`config.mk`:
```
export PLATFORM = sky130hd
export DESIGN_NAME = conv3x3_fixed_kernel_filter_unit
export DESIGN_NICKNAME = d
export VERILOG_FILES = /design/src/c3f_pkg.sv /design/src/conv3x3_fixed_kernel_filter_unit.sv
export VERILOG_INCLUDE_DIRS = /design/src /design/src/src
export SDC_FILE = /design/constraint.sdc
export NUM_CORES = 1
export LEC_CHECK = 0
export BUFFER_PORTS_ARGS = -buffer_cell sky130_fd_sc_hd__buf_2
export CAP_MARGIN = 15
export CORE_ASPECT_RATIO = 1.1
export CORE_MARGIN = 2
export CORE_UTILIZATION = 40
export CTS_CLUSTER_DIAMETER = 80
export CTS_CLUSTER_SIZE = 24
export DETAILED_ROUTE_END_ITERATION = 16
export GPL_ROUTABILITY_DRIVEN = 0
export HOLD_SLACK_MARGIN = 0.15
export PLACE_DENSITY = 0.65
export SYNTH_ARGS = -nofsm -noshare
export SYNTH_HDL_FRONTEND = slang
export SYNTH_SLANG_ARGS = --single-unit
```
`constraint.sdc`:
```
create_clock -name clk -period 6.61 [get_ports clk]
set_clock_uncertainty 0.2 [all_clocks]
set_input_delay 0.3305 -clock clk [delete_from_list [all_inputs] [get_ports clk]]
set_output_delay 0.3305 -clock clk [all_outputs]
set_load 0.02 [all_outputs]
```
`src/conv3x3_fixed_kernel_filter_unit_assert.svh`:
```
// Assertion macros for the 3x3 filter unit.
// Uses the clk and rst_n names of the including module; empty under SYNTHESIS.
`ifndef CONV3X3_FIXED_KERNEL_FILTER_UNIT_ASSERT_SVH
`define CONV3X3_FIXED_KERNEL_FILTER_UNIT_ASSERT_SVH
`ifndef SYNTHESIS
`define C3F_ASSERT(lbl, expr) \
  lbl: assert property (@(posedge clk) disable iff (!rst_n) (expr)) else $error("c3f check failed");
`define C3F_ASSERT_IMPL(lbl, ante, cons) \
  lbl: assert property (@(posedge clk) disable iff (!rst_n) (ante) |-> (cons)) else $error("c3f check failed");
`define C3F_ASSERT_NEXT(lbl, ante, cons) \
  lbl: assert property (@(posedge clk) disable iff (!rst_n) (ante) |=> (cons)) else $error("c3f check failed");
`else
`define C3F_ASSERT(lbl, expr)
`define C3F_ASSERT_IMPL(lbl, ante, cons)
`define C3F_ASSERT_NEXT(lbl, ante, cons)
`endif
`endif

```
`src/c3f_pkg.sv`:
```
// Types and constants of the 3x3 fixed-kernel filter unit.
// No dependencies.
package c3f_pkg;

  localparam int IMG_WIDTH  = 32;
  localparam int IMG_HEIGHT = 32;
  localparam int COL_W      = $clog2(IMG_WIDTH);
  localparam int ROW_W      = $clog2(IMG_HEIGHT);

  localparam int SUM_W      = 15;     // kernel sum range -3952 .. 7523
  localparam int DIVISOR    = 13;
  localparam int CLIP_SUM   = 256 * DIVISOR;  // first sum whose quotient exceeds 255
  localparam int Q_IN_W     = 12;     // non-negative sums below CLIP_SUM
  localparam int DIV_SHIFT  = 16;
  localparam int DIV_MUL    = (2**DIV_SHIFT + DIVISOR - 1) / DIVISOR;  // ceil(2^16/13)
  localparam int DIV_MUL_W  = 13;
  localparam int PROD_W     = Q_IN_W + DIV_MUL_W;

  typedef struct packed {
    logic [7:0] pixel;
    logic       frame_start;
  } c3f_in_t;

  typedef struct packed {
    logic [7:0] out_value;
    logic [4:0] out_row;
    logic [4:0] out_col;
    logic       frame_done;
  } c3f_out_t;

endpackage

```
`src/conv3x3_fixed_kernel_filter_unit.sv`:
```
// 3x3 fixed-kernel filter unit, top level.
// Depends on c3f_pkg and conv3x3_fixed_kernel_filter_unit_assert.svh.
//
// Usage
// - in_data carries one pixel per transfer in raster order; frame_start set on a
//   transfer restarts the row/column position at that pixel. The position also
//   wraps on its own after the last pixel of a frame.
// - Each pixel completes the 3x3 window centred one row up and one column left.
//   Interior centres give one transfer on out_data (value, centre row/column,
//   frame_done on the last interior centre); border centres give none.
// - A pixel's result reaches out_data through the memory read register, the
//   kernel sum register and the divide-and-clip register, in that order.
// - Throughput: one pixel per clock while out_ready is high. Each pixel does one
//   read and one write-back of the combined line-store memory at its column; the
//   write-back of a pixel overlaps the read of the next and is forwarded when both
//   hit the same column.
// - Reset clears the counters, window and all pipeline valids. The line store is
//   not cleared: no result uses an entry before two rows have refilled it.
// - If out_ready is low the held result stays put; the two inner stages keep
//   filling, so in_ready drops only once every stage holds an item.
`include "conv3x3_fixed_kernel_filter_unit_assert.svh"

module conv3x3_fixed_kernel_filter_unit
  import c3f_pkg::*;
(
  input  logic     clk,
  input  logic     rst_n,
  input  logic     in_valid,
  output logic     in_ready,
  input  c3f_in_t  in_data,
  output logic     out_valid,
  input  logic     out_ready,
  output c3f_out_t out_data
);

  localparam logic [COL_W-1:0] COL_LAST = COL_W'(IMG_WIDTH - 1);
  localparam logic [ROW_W-1:0] ROW_LAST = ROW_W'(IMG_HEIGHT - 1);
  localparam logic [COL_W-1:0] COL_ONE  = COL_W'(1);
  localparam logic [ROW_W-1:0] ROW_ONE  = ROW_W'(1);

  // item state carried through the memory-read stage
  typedef struct packed {
    logic [COL_W-1:0] addr;
    logic [7:0]       pixel;
    logic             interior;
    logic             done;
    logic [4:0]       row;
    logic [4:0]       col;
  } s1_meta_t;

  typedef struct packed {
    logic signed [SUM_W-1:0] sum;
    logic [4:0]              row;
    logic [4:0]              col;
    logic                    done;
  } s2_meta_t;

  // position counters
  logic [ROW_W-1:0] row_r, row_nxt;
  logic [COL_W-1:0] col_r, col_nxt;
  logic [ROW_W-1:0] r0;
  logic [COL_W-1:0] c0;
  logic [ROW_W-1:0] r0_m1;
  logic [COL_W-1:0] c0_m1;
  logic [ROW_W+4:0] row_ext;
  logic [COL_W+4:0] col_ext;

  // line store: {upper, middle} at each column
  logic [15:0] line_mem [IMG_WIDTH];
  logic [15:0] mem_q_r;
  logic        byp_v_r;
  logic [15:0] byp_d_r;
  logic [15:0] rd_word;
  logic [15:0] wr_word;

  logic [7:0] win_r [6];
  logic [7:0] top, mid, bot;

  logic     s1_v_r;
  s1_meta_t s1_r;
  s1_meta_t s1_nxt;
  logic     s2_v_r;
  s2_meta_t s2_r;
  logic     out_v_r;
  c3f_out_t out_r;

  logic in_fire, s1_go, s2_ready, out_free;
  logic signed [SUM_W-1:0] sum;
  logic [PROD_W-1:0]       prod;
  logic [7:0]              quot;

  // pipeline handshake
  assign out_free = !out_v_r || out_ready;
  assign s2_ready = !s2_v_r || out_free;
  assign s1_go    = s1_v_r && s2_ready;
  assign in_ready = !s1_v_r || s2_ready;
  assign in_fire  = in_valid && in_ready;

  // position of the arriving pixel
  assign r0    = in_data.frame_start ? '0 : row_r;
  assign c0    = in_data.frame_start ? '0 : col_r;
  assign r0_m1 = r0 - ROW_ONE;
  assign c0_m1 = c0 - COL_ONE;
  assign row_ext = {5'b0, r0_m1};
  assign col_ext = {5'b0, c0_m1};

  always_comb begin
    if (c0 == COL_LAST) begin
      col_nxt = '0;
      row_nxt = (r0 == ROW_LAST) ? '0 : r0 + ROW_ONE;
    end else begin
      col_nxt = c0 + COL_ONE;
      row_nxt = r0;
    end
  end

  always_comb begin
    s1_nxt.addr     = c0;
    s1_nxt.pixel    = in_data.pixel;
    s1_nxt.interior = (r0 >= ROW_W'(2)) && (c0 >= COL_W'(2));
    s1_nxt.done     = (r0 == ROW_LAST) && (c0 == COL_LAST);
    s1_nxt.row      = row_ext[4:0];
    s1_nxt.col      = col_ext[4:0];
  end

  always_ff @(posedge clk) begin
    if (!rst_n) begin
      row_r <= '0;
      col_r <= '0;
    end else if (in_fire) begin
      row_r <= row_nxt;
      col_r <= col_nxt;
    end
  end

  // read at acceptance, write back when the item leaves stage 1
  assign rd_word = byp_v_r ? byp_d_r : mem_q_r;
  assign top     = rd_word[15:8];
  assign mid     = rd_word[7:0];
  assign bot     = s1_r.pixel;
  assign wr_word = {mid, s1_r.pixel};

  always_ff @(posedge clk) begin
    if (s1_go) begin
      line_mem[s1_r.addr] <= wr_word;
    end
    if (in_fire) begin
      mem_q_r <= line_mem[c0];
      byp_d_r <= wr_word;
    end
  end

  // forward the write-back when the next read hits the same column
  always_ff @(posedge clk) begin
    if (!rst_n) begin
      byp_v_r <= 1'b0;
    end else if (in_fire) begin
      byp_v_r <= s1_go && (s1_r.addr == c0);
    end
  end

  always_ff @(posedge clk) begin
    if (!rst_n) begin
      s1_v_r <= 1'b0;
    end else if (in_ready) begin
      s1_v_r <= in_valid;
    end
  end

  always_ff @(posedge clk) begin
    if (in_fire) begin
      s1_r <= s1_nxt;
    end
  end

  // window: [0..2] oldest column, [3..5] next; top, middle, bottom
  always_ff @(posedge clk) begin
    if (!rst_n) begin
      for (int i = 0; i < 6; i++) begin
        win_r[i] <= '0;
      end
    end else if (s1_go) begin
      win_r[0] <= win_r[3];
      win_r[1] <= win_r[4];
      win_r[2] <= win_r[5];
      win_r[3] <= top;
      win_r[4] <= mid;
      win_r[5] <= bot;
    end
  end

  // kernel rows (-7,5,2), (-1,15,-1), (2,5,-7), plus rounding offset 128
  always_comb begin
    sum = SUM_W'(signed'(16'sd128))
        - SUM_W'(7)  * SUM_W'(win_r[0]) + SUM_W'(5)  * SUM_W'(win_r[3])
        + SUM_W'(2)  * SUM_W'(top)
        - SUM_W'(win_r[1])              + SUM_W'(15) * SUM_W'(win_r[4])
        - SUM_W'(mid)
        + SUM_W'(2)  * SUM_W'(win_r[2]) + SUM_W'(5)  * SUM_W'(win_r[5])
        - SUM_W'(7)  * SUM_W'(bot);
  end

  always_ff @(posedge clk) begin
    if (!rst_n) begin
      s2_v_r <= 1'b0;
    end else if (s2_ready) begin
      s2_v_r <= s1_go && s1_r.interior;
    end
  end

  always_ff @(posedge clk) begin
    if (s2_ready && s1_go) begin
      s2_r.sum  <= sum;
      s2_r.row  <= s1_r.row;
      s2_r.col  <= s1_r.col;
      s2_r.done <= s1_r.done;
    end
  end

  // divide by 13 by reciprocal; exact for 0 <= sum < 3328, the only sums whose
  // quotient is used. Negative sums clip to 0 and sums from 3328 up clip to 255.
  assign prod = PROD_W'(s2_r.sum[Q_IN_W-1:0]) * PROD_W'(DIV_MUL);

  always_comb begin
    priority if (s2_r.sum < 0) begin
      quot = 8'd0;
    end else if (s2_r.sum >= SUM_W'(CLIP_SUM)) begin
      quot = 8'd255;
    end else begin
      quot = prod[DIV_SHIFT +: 8];
    end
  end

  always_ff @(posedge clk) begin
    if (!rst_n) begin
      out_v_r <= 1'b0;
    end else if (out_free) begin
      out_v_r <= s2_v_r;
    end
  end

  always_ff @(posedge clk) begin
    if (out_free && s2_v_r) begin
      out_r.out_value  <= quot;
      out_r.out_row    <= s2_r.row;
      out_r.out_col    <= s2_r.col;
      out_r.frame_done <= s2_r.done;
    end
  end

  assign out_valid = out_v_r;
  assign out_data  = out_r;

  `C3F_ASSERT(a_col_range, col_r <= COL_LAST)
  `C3F_ASSERT_NEXT(a_byp_set, in_fire && s1_go && (s1_r.addr == c0), byp_v_r)
  `C3F_ASSERT_NEXT(a_s2_hold, s2_v_r && !out_free, s2_v_r && $stable(s2_r))
  `C3F_ASSERT_IMPL(a_out_src, $rose(out_v_r), $past(s2_v_r))

endmodule
```
Yosys cells after proc, flatten, opt, wreduce, memory -nomap -nowiden
Memories as Yosys holds them, arrays and structs flattened. A register that Yosys moved wholly into a read port is not among the register bits.
Cells that the tools add are included.
Storage, ports and cells
  flip-flop bits (word level): 100
  bits in writable memories: 560
  input bits: 13
  output and inout bits: 21
  memories: 2
Memory list
  line_mem: depth 32, bits a word 16, rd ports 1, clocked after Yosys merged registers in 1, wr ports 1, line conv3x3_fixed_kernel_filter_unit.sv:69  | logic [15:0] line_mem [IMG_WIDTH];
  win_r: depth 6, bits a word 8, rd ports 6, clocked after Yosys merged registers in 0, wr ports 6, line conv3x3_fixed_kernel_filter_unit.sv:76  | logic [7:0] win_r [6];
Operators by class
  $add $sub $neg: 13
  multiply operators: 6
  $lt $le $gt $ge: 4
  equal/unequal tests: 3
  multiplexer cells: 18
  bitwise operators: 6
  reduce and logical (&&, ||, !) cells: 14
Operator list (number)
  $mux 8: 7
  $mul 3x8->11 const A: 4
  $mux 5: 5
  $mul 12x12->23 const B: 1
  $mux 16: 1
  $add 15x11->15: 1
  $add 15x12->15: 1
  $add 15x9->15: 1
  $ge 15x13->1 const B: 1
  $lt 15x1->1 const B: 1
  $sub 14x9->15: 1
  $sub 15x11->15: 1
  $sub 15x8->15: 1
  $add 13x10->14: 1
  $add 12x12->13: 1
  $mul 4x8->12 const A: 1
  $sub 8x11->12 const A: 1
  $add 5x1->5 const B: 2
  $eq 5x5->1 const B: 2
  $ge 5x2->1 const B: 2
  $sub 5x1->5 const B: 2
  $logic_and 1x1->1: 8
  $or 1x1->1: 6
  $eq 5x5->1: 1
  3 further kinds: 11

Depth between registers and ports, before layout
An unclocked memory read counts as a cell.
  depth in word-level cells: 11
  depth in mapped cells: 27
  gate-level depth less buffers: 27

Worst setup path before layout
OpenSTA, ideal clock, no wires.
  path type: reg-to-reg
  from: mem win_r[0][0]
  to: reg s2_r[25] in the netlist's numbering, data pin
  arrival: 6610 ps
  data required time: 6136 ps
  setup slack: -474 ps
  stages on the path, launching flop included: 28
  buffers on the path: 0
  clock period less this slack: 7084 ps
  cell sequence: edfxtp_1 > inv_1 > fa_1 > ha_1 > ha_1 > a21o_1 > a21oi_1 > nor2b_1 > o21a_1 > nor2_1 > xor2_1 > fa_1 > inv_1 > fa_1 > inv_1 > fa_1 > fa_1 > inv_1 > fa_1 > inv_1 > fa_1 > inv_1 > ha_1 > o21a_1 > nor2_1 > o31ai_1 > o41ai_1 > xor2_1
RTL lines
  from (decl): line conv3x3_fixed_kernel_filter_unit.sv:76
  to (decl): line conv3x3_fixed_kernel_filter_unit.sv:83  | s2_meta_t s2_r;

==> flow_metrics.py <==
metrics = {
    "sta": {
        "rsz0062_at_grt": "yes",
        "setup_viol_count_final": 8,
        "post-route-period-util_pct": 105,
        "hold_violations": 0,
        "relSlewSlack_pct": 24.7,
        "fin_crit_ps": 6920,
        "drv_slew": 0,
        "setup_slack_ps": -312,
        "fmax_ghz": 0.144,
        "tightest_slew_ps": 1130,
        "holdWs_ps": 214,
    },
    "final_layout": {
        "area_delta_synth_final_pct": 11.1,
        "mostFrequentLayoutCell": "edfxtp_1",
        "num_antenna_cells": 0,
        "final_nets": 2720,
        "instances_no_fill": 3476,
        "n_fill_cell": 7229,
        "most-common-layout-cells": "662 x edfxtp_1, 265 x inv_1, 190 x mux2i_1",
        "drive_above_1_share_pct": 13.5,
        "fin_area_um2": 37200,
        "utilization_pct": 44.8,
    },
    "cts": {
        "cts_root_buf": "clkbuf_16",
        "path_clk_slew_ps": 80,
        "clk_path_buf_depth": 3,
        "numCtsBuffers": 39,
        "tritoncts": "yes",
        "clkSinkCount": 676,
        "clk_latency_ps": 610,
        "htree_levels": 2,
    },
    "run": {
        "drv_cap": 0,
    },
    "yosys": {
        "ys_types": 65,
        "syn_nets": 2600,
        "yosysTopAreaCell": "edfxtp_1",
        "synth_cells": 2265,
        "ys.flop_type": "edfxtp_1",
        "yosysSeqAreaShare_pct": 60.2,
        "ys_async_sr_fraction_pct": 0,
        "synth_area_leaders": "edfxtp_1 59%, fa_1 9.2%, ha_1 6.3%, mux2i_1 5.7%, inv_1 3.1%",
        "yosys_warnings": 0,
        "synth_enable_flop_cells": 662,
        "yosysTopAreaCellShare_pct": 59.3,
        "syn_area_um2": 33500,
        "avgSynthCellArea_um2": 14.8,
        "ys_ff_latch": 676,
    },
    "global_route": {
        "antenna_found_initial": 1,
        "use_met3_pct": 2.40,
        "grtUsageMet2_pct": 32.6,
        "grt_usage_pct": 18.0,
        "grt_first_pass_wirelength_um": 118000,
        "grt_pass1_vias": 19809,
        "grt_max_degree": 62,
        "use_met1_pct": 22.1,
        "overflow": 0,
        "grt-busiest-layer": "met2",
    },
    "floorplanning": {
        "core-area_um2": 83200,
        "fp.dieH_um": 308,
        "initial_core_util_pct": 40.3,
        "rows": 111,
        "die_area_um2": 86100,
        "ios": 34,
        "chipWidth_um": 280,
    },
    "critical_path": {
        "cpMostUsedCell": "fa_1",
        "critPathSlowestCell": "fa_1",
        "reg2reg_depth": 27,
        "end_kind": "flop",
        "timing.rr.end": "s2_r[22]$_DFFE_PP_",
        "critPathTopFamily": "adder cells",
        "cp-start-kind": "flop",
        "critPathBufInv": 7,
        "arrival_ps": 7050,
        "rr_startpoint": "win_r[0][1]$_SDFFCE_PN0P_",
        "rrSetupSlack_ps": -310,
        "cp_data_required_time_ps": 6740,
        "path_class": "flop to flop",
        "critical_path.max_stage_delay_ps": 530,
        "critPathMaxFanout": 3,
    },
    "min_path": {
        "min_path_cells": 3,
        "worstHoldEndpoint": "s1_r[9]$_DFFE_PP_",
        "min_from": "in_data[0]",
        "timing.hold.worst.class": "input pin to flop",
    },
    "routing": {
        "drt_pass1_iterations": 7,
        "drt_iter0_drc": 1502,
        "drc_errors": 0,
        "via_per_inst": 5.41,
        "final_antenna_net_count": 0,
        "wl_um": 76800,
        "wl_per_cell_um": 22.1,
        "routed-via-count": 18801,
    },
    "outcome": {
        "violations": "negative setup slack",
        "status": "finished, violations left",
    },
    "placed_design": {
        "port_buffers": 33,
        "placedCellCount": 3392,
        "placed_area_um2": 35500,
        "dp_hpwl_um": 50100,
    },
}
## cells in the mapped netlist (6+ instances only)
cell type  number
nor2b_1        26
a211oi_1       53
nor2_1        125
o22ai_1        81
buf_1           8
ha_1          168
o21a_1         11
a21oi_1        58
nand4_1         8
fa_1          154
buf_4          14
a22oi_1        33
mux4_2         32
o21ai_0        27
mux2i_1       190
a21boi_0        6
nand3_1        16
xnor2_1        28
and3_1         23
dfxtp_1        14
o31a_1         15
xor2_1         13
clkbuf_1       48
inv_1         278
a21o_1          6
nor3_1         14
buf_2          19
edfxtp_1      662
nand2_1        43
## worst min-delay path, stage by stage
cell	delay, ps
buf_2	300
nand2_1	140
nand2_1	50
## final cells by class
class	count	area, um2	share of cell area [%]
Sequential cell	676	20200	54.1
Multi-Input combinational cell	1211	12100	32.5
Tap cell	1073	1340	3.60
Timing Repair Buffer	173	1310	3.51
Inverter	284	1070	2.87
Clock buffer	44	1030	2.75
Clock inverter	15	231	0.621
## sequential cells by signal, indices dropped and copies added, names as in the netlist
register   count
bot            8
byp_d_r       16
byp_v_r        1
col_r          5
line_mem     512
mem_q_r       16
out_data      19
out_valid      1
row_r          5
s1_r          17
s1_v_r         1
s2_r          26
s2_v_r         1
win_r         48
## what timing repair did
action,4_1_cts,5_1_grt
setup buffers,8,1
pin swaps,30,5
endpoints found under the setup margin,8,9
endpoints found under the hold margin,21,0
resized for setup,27,8
hold buffers,13,0
## per-layer routing
layer / share of wire (%) / vias up
li1: - / 8484
met1: 40 / 9638
met2: 52 / 553
met3: 5.3 / 124
met4: 3.2 / 2
met5: 0.017 / -
## through the flow
stage                     setup WS [ps]  TNS, ps
after floorplan                    -204     -278
after global placement             -480    -1960
after detailed placement           -575    -2300
after CTS                          -332    -1870
after global routing               -591    -3930
final                              -312    -1640
## worst max path at each step
stage / from / endpoint / slack [ps] / depth (start not counted)
2_1_floorplan: win_r[0][0]$_SDFFCE_PN0P_ / s2_r[25]$_DFFE_PP_ / -200 / 27
3_3_place_gp: win_r[0][3]$_SDFFCE_PN0P_ / s2_r[25]$_DFFE_PP_ / -480 / 26
3_5_place_dp: win_r[0][3]$_SDFFCE_PN0P_ / s2_r[25]$_DFFE_PP_ / -580 / 26
4_1_cts: win_r[0][1]$_SDFFCE_PN0P_ / s2_r[24]$_DFFE_PP_ / -330 / 25
5_1_grt: win_r[0][1]$_SDFFCE_PN0P_ / s2_r[24]$_DFFE_PP_ / -590 / 27
6_report: win_r[0][1]$_SDFFCE_PN0P_ / s2_r[22]$_DFFE_PP_ / -310 / 27
## logic make-up after synthesis
group | Yosys count | synth area share, %
AOI/OAI and AO/OA | 329 | 6.55
xor gates and xnor gates | 41 | 1.07
adders and majority gates | 322 | 15.5
buffers and inverters | 378 | 4.57
DFF | 676 | 60.2
muxes | 225 | 7.93
and+or+nand+nor | 294 | 4.25
Power is left out: the tool's default activity adds up to more than one toggle a clock period on the data nets, which glitch-free logic cannot reach.
